**config.mk**
```make
export PLATFORM = sky130hd
export DESIGN_NAME = indexed_list_store_core
export DESIGN_NICKNAME = d
export VERILOG_FILES = /design/src/ils_pkg.sv /design/src/indexed_list_store_core.sv /design/src/ils_ram.sv /design/src/ils_front.sv /design/src/ils_queue.sv /design/src/ils_back.sv
export SDC_FILE = /design/constraint.sdc
export NUM_CORES = 2
export LEC_CHECK = 0
export BUFFER_PORTS_ARGS = -buffer_cell sky130_fd_sc_hd__buf_4
export CAP_MARGIN = 5
export CORE_AREA = 4 4 586 588
export CTS_CLUSTER_DIAMETER = 50
export DETAILED_ROUTE_END_ITERATION = 8
export DIE_AREA = 0 0 590 592
export MAX_ROUTING_LAYER = met4
export SYNTH_ARGS = -nofsm -noshare
export SYNTH_HDL_FRONTEND = slang
export SYNTH_SLANG_ARGS = --single-unit
```
**constraint.sdc**
```tcl
create_clock -name clock -period 7.05 [get_ports clock]
set_input_delay 0.705 -clock clock [delete_from_list [all_inputs] [get_ports clock]]
set_output_delay 0.705 -clock clock [all_outputs]
set_load 0.01 [all_outputs]
```
**src/ils_pkg.sv**
```systemverilog
// ----------------------------------------------------------------------------
// ils_pkg
// Command codes, status codes and the classified command record that the
// front end hands to the back end of the indexed list store.
// ----------------------------------------------------------------------------
package ils_pkg;

   localparam int ILS_DEPTH       = 64;
   localparam int ILS_QUEUE_DEPTH = 2;

   localparam int CMD_W  = 3;
   localparam int POS_W  = 7;
   localparam int VAL_W  = 32;
   localparam int STAT_W = 2;
   localparam int LEN_W  = 7;

   localparam logic [CMD_W-1:0] CMD_READ      = 3'd0;
   localparam logic [CMD_W-1:0] CMD_ADD_FRONT = 3'd1;
   localparam logic [CMD_W-1:0] CMD_ADD_BACK  = 3'd2;
   localparam logic [CMD_W-1:0] CMD_ADD_AT    = 3'd3;
   localparam logic [CMD_W-1:0] CMD_DELETE    = 3'd4;

   localparam logic [STAT_W-1:0] ST_DONE  = 2'd0;
   localparam logic [STAT_W-1:0] ST_RANGE = 2'd1;
   localparam logic [STAT_W-1:0] ST_FULL  = 2'd2;

   // what the back end has to carry out
   typedef enum logic [2:0] {
      OP_NONE,
      OP_READ,
      OP_INS_FRONT,
      OP_INS_BACK,
      OP_INS_AT,
      OP_DELETE
   } op_type;

   typedef struct packed {
      op_type                  op;
      logic [STAT_W-1:0]       status;
      logic [POS_W-1:0]        position;
      logic signed [VAL_W-1:0] value;
   } entry_type;

   // queue head as seen by the back end
   typedef struct packed {
      logic      valid;
      entry_type entry;
   } head_type;

endpackage

```
**src/indexed_list_store_core.sv**
```systemverilog
// ----------------------------------------------------------------------------
// indexed_list_store_core
// Ordered list of up to DEPTH signed 32-bit values with positional read,
// insert and delete commands, one result per command.
// ----------------------------------------------------------------------------
// usage: drive req_command, req_position and req_new_value with start high;
// the command is taken at the edge where start is high and busy is low.
// the front end classifies it against its own copy of the list length and
// queues it; busy is high only while that queue is full.
// every command gives exactly one result beat: rsp_valid is high for one
// cycle with rsp_read_value, rsp_status and rsp_list_length (length after
// the command). the receiver cannot stall; results come in command order.
// refused or ignored commands, inserts at the end and deletes of the last
// entry move no entries; other inserts and deletes shift the entries from
// the position to the end. the back end takes one command from the queue
// at a time and moves one entry per cycle through the RAM (one read and
// one write port).
// reset empties the list and the queue; RAM contents are not cleared.
// ----------------------------------------------------------------------------
module indexed_list_store_core
   import ils_pkg::*;
#(
   parameter int DEPTH       = ILS_DEPTH,
   parameter int QUEUE_DEPTH = ILS_QUEUE_DEPTH
) (
   input  logic                    clock,
   input  logic                    reset,
   input  logic                    start,
   output logic                    busy,
   input  logic [CMD_W-1:0]        req_command,
   input  logic [POS_W-1:0]        req_position,
   input  logic signed [VAL_W-1:0] req_new_value,
   output logic                    rsp_valid,
   output logic signed [VAL_W-1:0] rsp_read_value,
   output logic [STAT_W-1:0]       rsp_status,
   output logic [LEN_W-1:0]        rsp_list_length
);

   logic      push;
   entry_type push_entry;
   logic      queue_full;
   logic      pop;
   head_type  head;

   assign busy = queue_full;

   ils_front #(
      .DEPTH (DEPTH)
   ) u_front (
      .clock         (clock),
      .reset         (reset),
      .start         (start),
      .queue_full    (queue_full),
      .req_command   (req_command),
      .req_position  (req_position),
      .req_new_value (req_new_value),
      .push          (push),
      .push_entry    (push_entry)
   );

   ils_queue #(
      .QUEUE_DEPTH (QUEUE_DEPTH)
   ) u_queue (
      .clock      (clock),
      .reset      (reset),
      .push       (push),
      .push_entry (push_entry),
      .pop        (pop),
      .full       (queue_full),
      .head       (head)
   );

   ils_back #(
      .DEPTH (DEPTH)
   ) u_back (
      .clock           (clock),
      .reset           (reset),
      .head            (head),
      .pop             (pop),
      .rsp_valid       (rsp_valid),
      .rsp_read_value  (rsp_read_value),
      .rsp_status      (rsp_status),
      .rsp_list_length (rsp_list_length)
   );

endmodule

```
**src/ils_ram.sv**
```systemverilog
// ----------------------------------------------------------------------------
// ils_ram
// Generic single write port, single read port RAM with registered read data.
// ----------------------------------------------------------------------------
module ils_ram #(
   parameter int WIDTH = 32,
   parameter int DEPTH = 64
) (
   input  logic                     clock,
   input  logic                     wr_en,
   input  logic [$clog2(DEPTH)-1:0] wr_addr,
   input  logic [WIDTH-1:0]         wr_data,
   input  logic                     rd_en,
   input  logic [$clog2(DEPTH)-1:0] rd_addr,
   output logic [WIDTH-1:0]         rd_data
);

   logic [WIDTH-1:0] mem_ff [DEPTH];
   logic [WIDTH-1:0] rd_data_ff;

   always_ff @(posedge clock) begin
      if (wr_en) begin
         mem_ff[wr_addr] <= wr_data;
      end
      if (rd_en) begin
         rd_data_ff <= mem_ff[rd_addr];
      end
   end

   assign rd_data = rd_data_ff;

endmodule

```
**src/ils_front.sv**
```systemverilog
// ----------------------------------------------------------------------------
// ils_front
// Accepts commands, keeps a shadow of the list length and classifies each
// command into an operation and a final status before it is queued.
// ----------------------------------------------------------------------------
module ils_front
   import ils_pkg::*;
#(
   parameter int DEPTH = ILS_DEPTH
) (
   input  logic                     clock,
   input  logic                     reset,
   input  logic                     start,
   input  logic                     queue_full,
   input  logic [CMD_W-1:0]         req_command,
   input  logic [POS_W-1:0]         req_position,
   input  logic signed [VAL_W-1:0]  req_new_value,
   output logic                     push,
   output entry_type                push_entry
);

   localparam int CW = $clog2(DEPTH + 1);
   localparam int LW = (CW > POS_W) ? CW : POS_W;

   logic [CW-1:0] count_ff, count_in;
   logic [LW-1:0] pos_x, cnt_x;
   logic          full;

   assign push  = start && !queue_full;
   assign pos_x = LW'(req_position);
   assign cnt_x = LW'(count_ff);
   assign full  = (count_ff == CW'(DEPTH));

   always_comb begin
      push_entry.op       = OP_NONE;
      push_entry.status   = ST_DONE;
      push_entry.position = req_position;
      push_entry.value    = req_new_value;
      count_in            = count_ff;
      unique case (req_command)
         CMD_READ: begin
            if (pos_x < cnt_x) begin
               push_entry.op = OP_READ;
            end else begin
               push_entry.status = ST_RANGE;
            end
         end
         CMD_ADD_FRONT, CMD_ADD_BACK: begin
            if (full) begin
               push_entry.status = ST_FULL;
            end else begin
               push_entry.op = (req_command == CMD_ADD_FRONT) ? OP_INS_FRONT : OP_INS_BACK;
               count_in      = count_ff + 1'b1;
            end
         end
         CMD_ADD_AT: begin
            // range is checked before fullness
            if (pos_x > cnt_x) begin
               push_entry.status = ST_RANGE;
            end else if (full) begin
               push_entry.status = ST_FULL;
            end else begin
               push_entry.op = OP_INS_AT;
               count_in      = count_ff + 1'b1;
            end
         end
         CMD_DELETE: begin
            if (pos_x < cnt_x) begin
               push_entry.op = OP_DELETE;
               count_in      = count_ff - 1'b1;
            end else begin
               push_entry.status = ST_RANGE;
            end
         end
         default: begin
         end
      endcase
   end

   always_ff @(posedge clock) begin
      if (reset) begin
         count_ff <= '0;
      end else if (push) begin
         count_ff <= count_in;
      end
   end

endmodule

```
**src/ils_queue.sv**
```systemverilog
// ----------------------------------------------------------------------------
// ils_queue
// Short first-in first-out queue of classified commands between the front
// end and the back end.
// ----------------------------------------------------------------------------
module ils_queue
   import ils_pkg::*;
#(
   parameter int QUEUE_DEPTH = ILS_QUEUE_DEPTH
) (
   input  logic      clock,
   input  logic      reset,
   input  logic      push,
   input  entry_type push_entry,
   input  logic      pop,
   output logic      full,
   output head_type  head
);

   localparam int PW = $clog2(QUEUE_DEPTH);
   localparam int FW = $clog2(QUEUE_DEPTH + 1);

   entry_type     slot_ff [QUEUE_DEPTH];
   logic [PW-1:0] wr_ptr_ff, wr_ptr_in;
   logic [PW-1:0] rd_ptr_ff, rd_ptr_in;
   logic [FW-1:0] fill_ff, fill_in;

   assign full       = (fill_ff == FW'(QUEUE_DEPTH));
   assign head.valid = (fill_ff != '0);
   assign head.entry = slot_ff[rd_ptr_ff];

   always_comb begin
      wr_ptr_in = wr_ptr_ff;
      rd_ptr_in = rd_ptr_ff;
      fill_in   = fill_ff;
      if (push) begin
         wr_ptr_in = (wr_ptr_ff == PW'(QUEUE_DEPTH - 1)) ? '0 : wr_ptr_ff + 1'b1;
      end
      if (pop) begin
         rd_ptr_in = (rd_ptr_ff == PW'(QUEUE_DEPTH - 1)) ? '0 : rd_ptr_ff + 1'b1;
      end
      if (push && !pop) begin
         fill_in = fill_ff + 1'b1;
      end else if (pop && !push) begin
         fill_in = fill_ff - 1'b1;
      end
   end

   always_ff @(posedge clock) begin
      if (reset) begin
         wr_ptr_ff <= '0;
         rd_ptr_ff <= '0;
         fill_ff   <= '0;
      end else begin
         wr_ptr_ff <= wr_ptr_in;
         rd_ptr_ff <= rd_ptr_in;
         fill_ff   <= fill_in;
      end
      if (push) begin
         slot_ff[wr_ptr_ff] <= push_entry;
      end
   end

   a_no_overflow: assert property (@(posedge clock) disable iff (reset)
      full |-> !push || pop)
      else $error("queue written while full");

   a_no_underflow: assert property (@(posedge clock) disable iff (reset)
      pop |-> head.valid)
      else $error("queue read while empty");

endmodule

```
**src/ils_back.sv**
```systemverilog
// ----------------------------------------------------------------------------
// ils_back
// Carries out classified commands on the list held in RAM: reads, shifts
// entries up for inserts and down for deletes, and issues one result each.
// ----------------------------------------------------------------------------
module ils_back
   import ils_pkg::*;
#(
   parameter int DEPTH = ILS_DEPTH
) (
   input  logic                    clock,
   input  logic                    reset,
   input  head_type                head,
   output logic                    pop,
   output logic                    rsp_valid,
   output logic signed [VAL_W-1:0] rsp_read_value,
   output logic [STAT_W-1:0]       rsp_status,
   output logic [LEN_W-1:0]        rsp_list_length
);

   localparam int AW = $clog2(DEPTH);
   localparam int CW = $clog2(DEPTH + 1);
   localparam int LW = (CW > POS_W) ? CW : POS_W;

   typedef enum logic [2:0] {
      S_IDLE,
      S_START,
      S_READ,
      S_INS,
      S_INS_LAST,
      S_DEL
   } state_type;

   state_type                state_ff, state_in;
   entry_type                cur_ff, cur_in;
   logic [CW-1:0]            count_ff, count_in;
   logic [CW-1:0]            src_ff, src_in;
   logic [CW-1:0]            tgt_ff, tgt_in;
   logic                     rsp_valid_ff, rsp_valid_in;
   logic signed [VAL_W-1:0]  rsp_read_value_ff, rsp_read_value_in;
   logic [STAT_W-1:0]        rsp_status_ff, rsp_status_in;
   logic [LEN_W-1:0]         rsp_list_length_ff, rsp_list_length_in;

   logic [LW-1:0]            pos_x;
   logic [CW-1:0]            pos_c;
   logic [CW-1:0]            tgt_c;
   logic [LW-1:0]            len_x;

   logic                     wr_en, rd_en;
   logic [AW-1:0]            wr_addr, rd_addr;
   logic [VAL_W-1:0]         wr_data, rd_data;

   ils_ram #(
      .WIDTH (VAL_W),
      .DEPTH (DEPTH)
   ) u_ram (
      .clock   (clock),
      .wr_en   (wr_en),
      .wr_addr (wr_addr),
      .wr_data (wr_data),
      .rd_en   (rd_en),
      .rd_addr (rd_addr),
      .rd_data (rd_data)
   );

   // position is in range whenever it is used, so it fits the count width
   assign pos_x = LW'(cur_ff.position);
   assign pos_c = pos_x[CW-1:0];
   assign len_x = LW'(count_in);

   always_comb begin
      unique case (cur_ff.op)
         OP_INS_FRONT: tgt_c = '0;
         OP_INS_BACK:  tgt_c = count_ff;
         default:      tgt_c = pos_c;
      endcase
   end

   always_comb begin
      state_in           = state_ff;
      cur_in             = cur_ff;
      count_in           = count_ff;
      src_in             = src_ff;
      tgt_in             = tgt_ff;
      rsp_valid_in       = 1'b0;
      rsp_read_value_in  = rsp_read_value_ff;
      rsp_status_in      = rsp_status_ff;
      pop                = 1'b0;
      wr_en              = 1'b0;
      wr_addr            = '0;
      wr_data            = cur_ff.value;
      rd_en              = 1'b0;
      rd_addr            = '0;
      unique case (state_ff)
         S_IDLE: begin
            if (head.valid) begin
               pop      = 1'b1;
               cur_in   = head.entry;
               state_in = S_START;
            end
         end
         S_START: begin
            rsp_read_value_in = '0;
            rsp_status_in     = cur_ff.status;
            tgt_in            = tgt_c;
            unique case (cur_ff.op)
               OP_READ: begin
                  rd_en    = 1'b1;
                  rd_addr  = pos_c[AW-1:0];
                  state_in = S_READ;
               end
               OP_INS_FRONT, OP_INS_BACK, OP_INS_AT: begin
                  if (count_ff == tgt_c) begin
                     wr_en        = 1'b1;
                     wr_addr      = tgt_c[AW-1:0];
                     count_in     = count_ff + 1'b1;
                     rsp_valid_in = 1'b1;
                     state_in     = S_IDLE;
                  end else begin
                     rd_en    = 1'b1;
                     src_in   = count_ff - 1'b1;
                     rd_addr  = src_in[AW-1:0];
                     state_in = S_INS;
                  end
               end
               OP_DELETE: begin
                  if (pos_c == count_ff - 1'b1) begin
                     count_in     = count_ff - 1'b1;
                     rsp_valid_in = 1'b1;
                     state_in     = S_IDLE;
                  end else begin
                     rd_en    = 1'b1;
                     src_in   = pos_c + 1'b1;
                     rd_addr  = src_in[AW-1:0];
                     state_in = S_DEL;
                  end
               end
               default: begin
                  rsp_valid_in = 1'b1;
                  state_in     = S_IDLE;
               end
            endcase
         end
         S_READ: begin
            rsp_read_value_in = rd_data;
            rsp_valid_in      = 1'b1;
            state_in          = S_IDLE;
         end
         S_INS: begin
            // move entry src up by one, walking down toward the target
            wr_en   = 1'b1;
            src_in  = src_ff + 1'b1;
            wr_addr = src_in[AW-1:0];
            wr_data = rd_data;
            if (src_ff == tgt_ff) begin
               src_in   = src_ff;
               state_in = S_INS_LAST;
            end else begin
               rd_en   = 1'b1;
               src_in  = src_ff - 1'b1;
               rd_addr = src_in[AW-1:0];
            end
         end
         S_INS_LAST: begin
            wr_en        = 1'b1;
            wr_addr      = tgt_ff[AW-1:0];
            count_in     = count_ff + 1'b1;
            rsp_valid_in = 1'b1;
            state_in     = S_IDLE;
         end
         S_DEL: begin
            // move entry src down by one, walking up toward the end
            wr_en   = 1'b1;
            src_in  = src_ff - 1'b1;
            wr_addr = src_in[AW-1:0];
            wr_data = rd_data;
            if (src_ff == count_ff - 1'b1) begin
               src_in       = src_ff;
               count_in     = count_ff - 1'b1;
               rsp_valid_in = 1'b1;
               state_in     = S_IDLE;
            end else begin
               rd_en   = 1'b1;
               src_in  = src_ff + 1'b1;
               rd_addr = src_in[AW-1:0];
            end
         end
         default: begin
            state_in = S_IDLE;
         end
      endcase
      rsp_list_length_in = rsp_valid_in ? len_x[LEN_W-1:0] : rsp_list_length_ff;
   end

   always_ff @(posedge clock) begin
      if (reset) begin
         state_ff     <= S_IDLE;
         count_ff     <= '0;
         rsp_valid_ff <= 1'b0;
      end else begin
         state_ff     <= state_in;
         count_ff     <= count_in;
         rsp_valid_ff <= rsp_valid_in;
      end
      cur_ff             <= cur_in;
      src_ff             <= src_in;
      tgt_ff             <= tgt_in;
      rsp_read_value_ff  <= rsp_read_value_in;
      rsp_status_ff      <= rsp_status_in;
      rsp_list_length_ff <= rsp_list_length_in;
   end

   assign rsp_valid       = rsp_valid_ff;
   assign rsp_read_value  = rsp_read_value_ff;
   assign rsp_status      = rsp_status_ff;
   assign rsp_list_length = rsp_list_length_ff;

   a_count_bound: assert property (@(posedge clock) disable iff (reset)
      count_ff <= CW'(DEPTH))
      else $error("list length beyond depth");

   a_one_result_per_pop: assert property (@(posedge clock) disable iff (reset)
      rsp_valid_ff |=> !rsp_valid_ff)
      else $error("results issued in consecutive cycles");

   a_ins_walk: assert property (@(posedge clock) disable iff (reset)
      state_ff == S_INS |-> src_ff >= tgt_ff && src_ff < count_ff)
      else $error("insert shift walked outside the list");

   a_del_walk: assert property (@(posedge clock) disable iff (reset)
      state_ff == S_DEL |-> src_ff < count_ff && src_ff != '0)
      else $error("delete shift walked outside the list");

endmodule
```
Word-level counts from Yosys, hierarchy flattened
Memory sizes are Yosys's and may differ from the RTL's. A register that Yosys moved wholly into a read port is not among the register bits.
Cells that the tools add are included.

word-level totals
  register bits = 77
  bits in writable memories = 2,136
  input bits = 45
  output and inout bits = 43
  word-level logic and storage cells = 146
  memories kept = 2

cells by class
  add/sub/neg operators = 11
  magnitude comparators = 2
  equal/unequal tests = 30
  mux-type cells = 67
  reductions and logical operators = 22

memories
  memory               depth  width  read ports  clocked after memory_dff  write ports  line             RTL
  u_back.u_ram.mem_ff  64     32     1           1                         1            ils_ram.sv:18    logic [WIDTH-1:0] mem_ff [DEPTH];
  u_queue.slot_ff      2      44     1           1                         1            ils_queue.sv:23  entry_type slot_ff [QUEUE_DEPTH];

operators with widths
  cell                                                                 number
  7-bit two-way mux                                                    10
  32-bit case mux with 2 select lines                                  1
  7-bit case mux with 3 select lines                                   3
  7-bit case mux with 2 select lines                                   3
  6-bit two-way mux                                                    6
  6-bit case mux with 3 select lines                                   2
  32-bit two-way mux                                                   1
  7-bit by 1-bit adder with 7-bit output (second input constant)       4
  7-bit == test                                                        4
  3-bit two-way mux                                                    8
  6-bit case mux with 4 select lines                                   1
  7-bit by 1-bit subtractor with 7-bit output (second input constant)  3
  5-bit case mux with 4 select lines                                   1
  1-bit two-way mux                                                    19
  3-bit by 2-bit == test with 1-bit output (second input constant)     6
  3-bit == test (second input constant)                                5
  1-bit case mux with 3 select lines                                   4
  3-bit case mux with 4 select lines                                   1
  2-bit two-way mux                                                    5
  3-bit by 1-bit == test with 1-bit output (second input constant)     3
  3-bit case mux with 3 select lines                                   1
  2-bit inequality test (second input constant)                        4
  7-bit == test (second input constant)                                1
  7-bit > comparator                                                   1
  20 further kinds                                                     35

Logic depth before layout (Yosys ltp)
  depth after elaboration = 8
  depth in mapped cells = 23

Cells and area by module
From an unflattened synthesis, not the netlist that was laid out.

unflattened totals
  cell total of the unflattened synthesis = 4,463
  area, all modules = 89,936.3 µm²

modules (own cells, without submodules)
  module     instances  cells an instance  area each (µm²)  seq. area each (µm²)
  ils_ram    1          3,503              79,044.6         62,459.9
  ils_back   1          658                6,407.4          3,193.1
  ils_queue  1          159                3,398.3          2,742.6
  ils_front  1          143                1,086.0          140.1

Worst setup path after synthesis
Ideal clock, no wire load.

  path type = register -> register
  start = register u_back.count_ff[0]
  end = register u_back.u_ram.rd_data_ff[0] (netlist: u_back.u_ram.rd_data[0]), read port of u_back.u_ram.mem_ff, enable pin
  data arrival time = 4.734 ns
  data required time = 6.584 ns
  slack = 1.850 ns
  cell stages (with the launch flop) = 13
  cell sequence = dfxtp_1 > clkbuf_1 > buf_1 > inv_1 > ha_1 > nor3b_2 > nand2_1 > o32a_1 > o211ai_2 > or2_2 > a21oi_1 > nor2b_1 > o21ai_0

between the ends
  word-level cells in the longest chain between the ends = 5
  elaborated cells between the ends (all ways) = 15

RTL lines
  what                                                                                                      line                                              RTL
  start: declaration                                                                                        ils_back.sv:36                                    logic [CW-1:0] count_ff, count_in;
  start signal: assignment                                                                                  ils_back.sv:202                                   count_ff <= count_in;
  7-bit by 1-bit subtractor with 7-bit output / 7-bit case mux with 2 select lines (equally long branches)  ils_back.sv:127, ils_back.sv:177, ils_back.sv:72
  7-bit == test (on tied branches)                                                                          ils_back.sv:127, ils_back.sv:113
  1-bit two-way mux (on tied branches)                                                                      ils_back.sv:127, ils_back.sv:113
  1-bit case mux with 3 select lines                                                                        ils_back.sv:106                                   unique case (cur_ff.op)
  1-bit case mux with 3 select lines *                                                                      ils_back.sv:94                                    unique case (state_ff)
  named net u_back.rd_en                                                                                    ils_back.sv:49                                    logic wr_en, rd_en;
  end: declaration                                                                                          ils_ram.sv:19                                     logic [WIDTH-1:0] rd_data_ff;

Mark *: on every way through the listed nets, which the timed path passes. The rest lies on a longest branch.
A chain may end at the register's enable or synchronous reset.

Worst setup path after layout
  start = register u_back.count_ff[0]
  end = register u_back.u_ram.rd_data_ff[21] (netlist: u_back.u_ram.rd_data[21]), read port of u_back.u_ram.mem_ff, data pin

between the ends
  word-level cells in the longest chain between the ends = 5
  elaborated cells between the ends (all ways) = 15

RTL lines
  what                                                                                                      line                              RTL
  7-bit by 1-bit subtractor with 7-bit output / 7-bit case mux with 2 select lines (equally long branches)  -
  7-bit == test (on tied branches)                                                                          ils_back.sv:127, ils_back.sv:113
  6-bit two-way mux, or another cell as far along                                                           ils_back.sv:127                   if (pos_c == count_ff - 1'b1) begin
  6-bit case mux with 3 select lines / 1-bit case mux with 3 select lines (equally long branches)           ils_back.sv:106
  6-bit case mux with 3 select lines / 1-bit case mux with 3 select lines (equally long branches)           ils_back.sv:94

Parallel ways exist; a longest one is shown, timed or not.

==> out/summary.txt <==
HPWL Detailed: 169.3 mm
Syn Area/Cell: 14.07 um2
Root Driver: clkbuf_16
share of cells above drive strength 1: 12.93%
Row Count: 214
Mapped Nets: 6536
Boundary Pins: 88
first-pass GRT wire length: 401.4 mm
initial DRC count: 8662
Crit path buffers/inverters: 3
PortBufs: 87
Post-CTS Setup Inserts: 0
Largest stage delay, worst path: 0.89 ns
ys async rst share: 0%
post-layout util: 31.53%
vias in the first global route: 54510
# DRC: 0
Slowest-stage cell, CP: a22oi_1
TritonCTS clock tree: done
max_cap viols: 0
post-cts resize count: 0
Total Neg Setup Slack: 0 ns
min-delay worst type: input port to flip-flop
Yosys warnings: 0
Vert. Die Dim: 592 um
final period utilization: 95.27%
grt ovf: 0
Synth Area in Adders: 0.2832%
RSZ-0062 raised after global routing: no
Top delay family on crit path: compound AO/OA/AOI/OAI gates
PD cells: 401.7 nW/um2
relative slew slack: 11.21%
Worst Path Arrival: 7.45 ns
status: complete, no violations
clk sinks: 2289
Synth Flop Type: edfxtp_1
die width: 590 um
Post-synth EDFFs: 2267
FF+latch count, synth: 2289
Setup crit end kind: flip-flop
Cells after Synth: 6471
TritonCTS Buffers: 236
CP startpoint kind: flip-flop
WL final: 282.7 mm
most common cell after layout, fill and taps aside: edfxtp_1
Fin. Hold Viols: 0
GR Util All Layers: 16.02%
drt pass-1 iters: 6
mux cell area share after synthesis: 3.766%
die area: 349300 um2
Slew @ Worst Pin: 1.329 ns
Max Freq: 0.1489 GHz
Pleak: 34.58 nW
setup ws final: 0.3337 ns
Final #Nets: 6765
Post-Syn Area: 91030 um2
Distinct cells, synth: 73
Place WS: 0.4654 ns
Peak VDD IR: 0.2367 mV
Post-Synth XOR/XNOR Area: 0.4426%
worst-skew pair later-pin latency: 0.90 ns
via density per instance: 5.099
design area: 106700 um2
hold_buf cts: 26
pin count of the biggest net entering global routing: 168
cells along the critical path: inv_1, ha_1, xnor2_1, xnor2_1, a2111oi_2, a21oi_2, a221oi_4, buf_4, buf_4, and3_1, a211oi_1, a31oi_1, o211ai_1, a22oi_1, and3_1
Max Buffers Root-to-Sink: 3
Design Power: 42.87 mW
Vias: 58340
largest family of logic cells by synthesized area: simple AND/OR/NAND/NOR gates
CP max FO: 70
clock slew seen by the registers of the worst setup and hold paths: 0.06 ns
CP required: 7.79 ns
register area share after synthesis: 75.27%
initial antenna violation count: 26
Slew Viols, Final: 0
CTS H-tree lvls: 4
Starting Density: 26.90%
Area Overhead vs Synth: 17.24%
Core Box Area: 338400 um2
Routed Antenna Nets: 0
setup violators final: 0
minimum clock period after layout: 6.716 ns
post-synthesis compound-gate area fraction: 8.414%
crit path kind: flip-flop to flip-flop
skew final: 0.04682 ns
Synth Area in Simple Gates: 9.828%
Post-DP Area: 99040 um2
GP Congestion: 0.9010
most frequent cells in the layout: 2267 x edfxtp_1, 1481 x nand2_1, 419 x a21oi_1
WL/cell: 24.70 um
## cell type report
class                   instances  area [um2]
well taps                    4536        5675
multi-input cells            3728       21380
inverters                      27       101.3
clock inverters               147        1236
diodes                         13       32.53
clock buffers                 284        6150
flip-flops and latches       2289       68520
repair buffers                418        3628
fillers                     33080      231700
## stage by stage
step,std cells,hold WS [ns]
6_report,11440,0.05247
5_1_grt,11440,0.01081
4_1_cts,11430,0.0001351
3_5_place_dp,10970,0.4070
3_3_place_gp,10970,0.4008
2_1_floorplan,6471,0.4003
## logic make-up (layout without fill, tap and decap cells)
logic type | Yosys count | after routing
flip-flops | 2289 | 2289
AND/OR/NAND/NOR | 2135 | 2135
AO/OA/AOI/OAI | 1190 | 1190
buffers and inverters | 454 | 876
multiplexers | 337 | 337
XOR/XNOR | 46 | 46
adder cells (fa/ha/maj) | 20 | 20
other | 0 | 13
## where the power goes
part / internal, mW / switching, mW / leakage (nW) / total [mW]
registers: 17.7 / 0.502 / 20.6 / 18.2
logic: 3.22 / 9.53 / 10.3 / 12.7
clock network: 6.69 / 5.27 / 3.58 / 12.0
total: 27.6 / 15.3 / 34.6 / 42.9
## final timing paths
path / start / endpoint / slack [ns] / cells after the start
setup / recovery: u_back.count_ff[0] / u_back.u_ram.rd_data[21] / 0.33 / 15
hold / removal: req_new_value[29] / u_queue.slot_ff[0][29] / 0.05 / 1
setup reg to reg: u_back.count_ff[0] / u_back.u_ram.rd_data[21] / 0.33 / 15
hold reg to reg: u_back.cur_ff[40] / u_back.rsp_status[1] / 0.42 / 0
## worst register-to-register path: cells and delay by family, from the launching register on
kind,cells,cell delay (ns)
xor gates and xnor gates,2,0.69
DFF,1,0.74
adders and majority gates,1,0.33
AOI/OAI and AO/OA,7,2.77
buffers and inverters,3,1.41
and+or+nand+nor,2,0.65
## cell usage after synthesis (all sizes together), types with 44 or more instances
| cell | n | area, um2 |
|---|---|---|
| a2111oi | 100 | 883.3 |
| o21ai | 74 | 370.4 |
| nand3 | 250 | 1251 |
| edfxtp | 2267 | 68080 |
| nand2 | 1516 | 5695 |
| o22ai | 98 | 613.1 |
| a211oi | 71 | 533.0 |
| a31oi | 192 | 1201 |
| clkbuf | 301 | 1130 |
| and3 | 138 | 863.3 |
| mux2i | 293 | 2933 |
| o211ai | 73 | 553.0 |
| buf | 126 | 585.6 |
| mux2 | 44 | 495.5 |
| a21oi | 420 | 2106 |
| nor2 | 132 | 495.5 |
## layer usage
metal | track usage (%) | vias to the layer above | share of wire [%]
li1 | - | 24980 | -
met1 | 22.25 | 29630 | 42
met2 | 23.59 | 3280 | 44
met3 | 3.221 | 449 | 11
met4 | 4.936 | 0 | 3.0
met5 | - | - | 0
## state kept, by name, summed over array words and instances, names as in the netlist
register and cells:
u_queue.wr_ptr_ff 1, u_back.tgt_ff 7, u_back.pos_c 7, u_back.cur_ff 37, u_queue.fill_ff 2, u_back.rsp_status 2, u_back.rsp_read_value 32, u_back.src_ff 7
u_front.cnt_x 7, u_queue.slot_ff 88, u_queue.rd_ptr_ff 1, u_back.u_ram.mem_ff 2048, u_back.state_ff 3, u_back.rsp_valid 1, u_back.count_ff 7, u_back.rsp_list_length 7
u_back.u_ram.rd_data 32
Power figures use the tool's default switching activity.
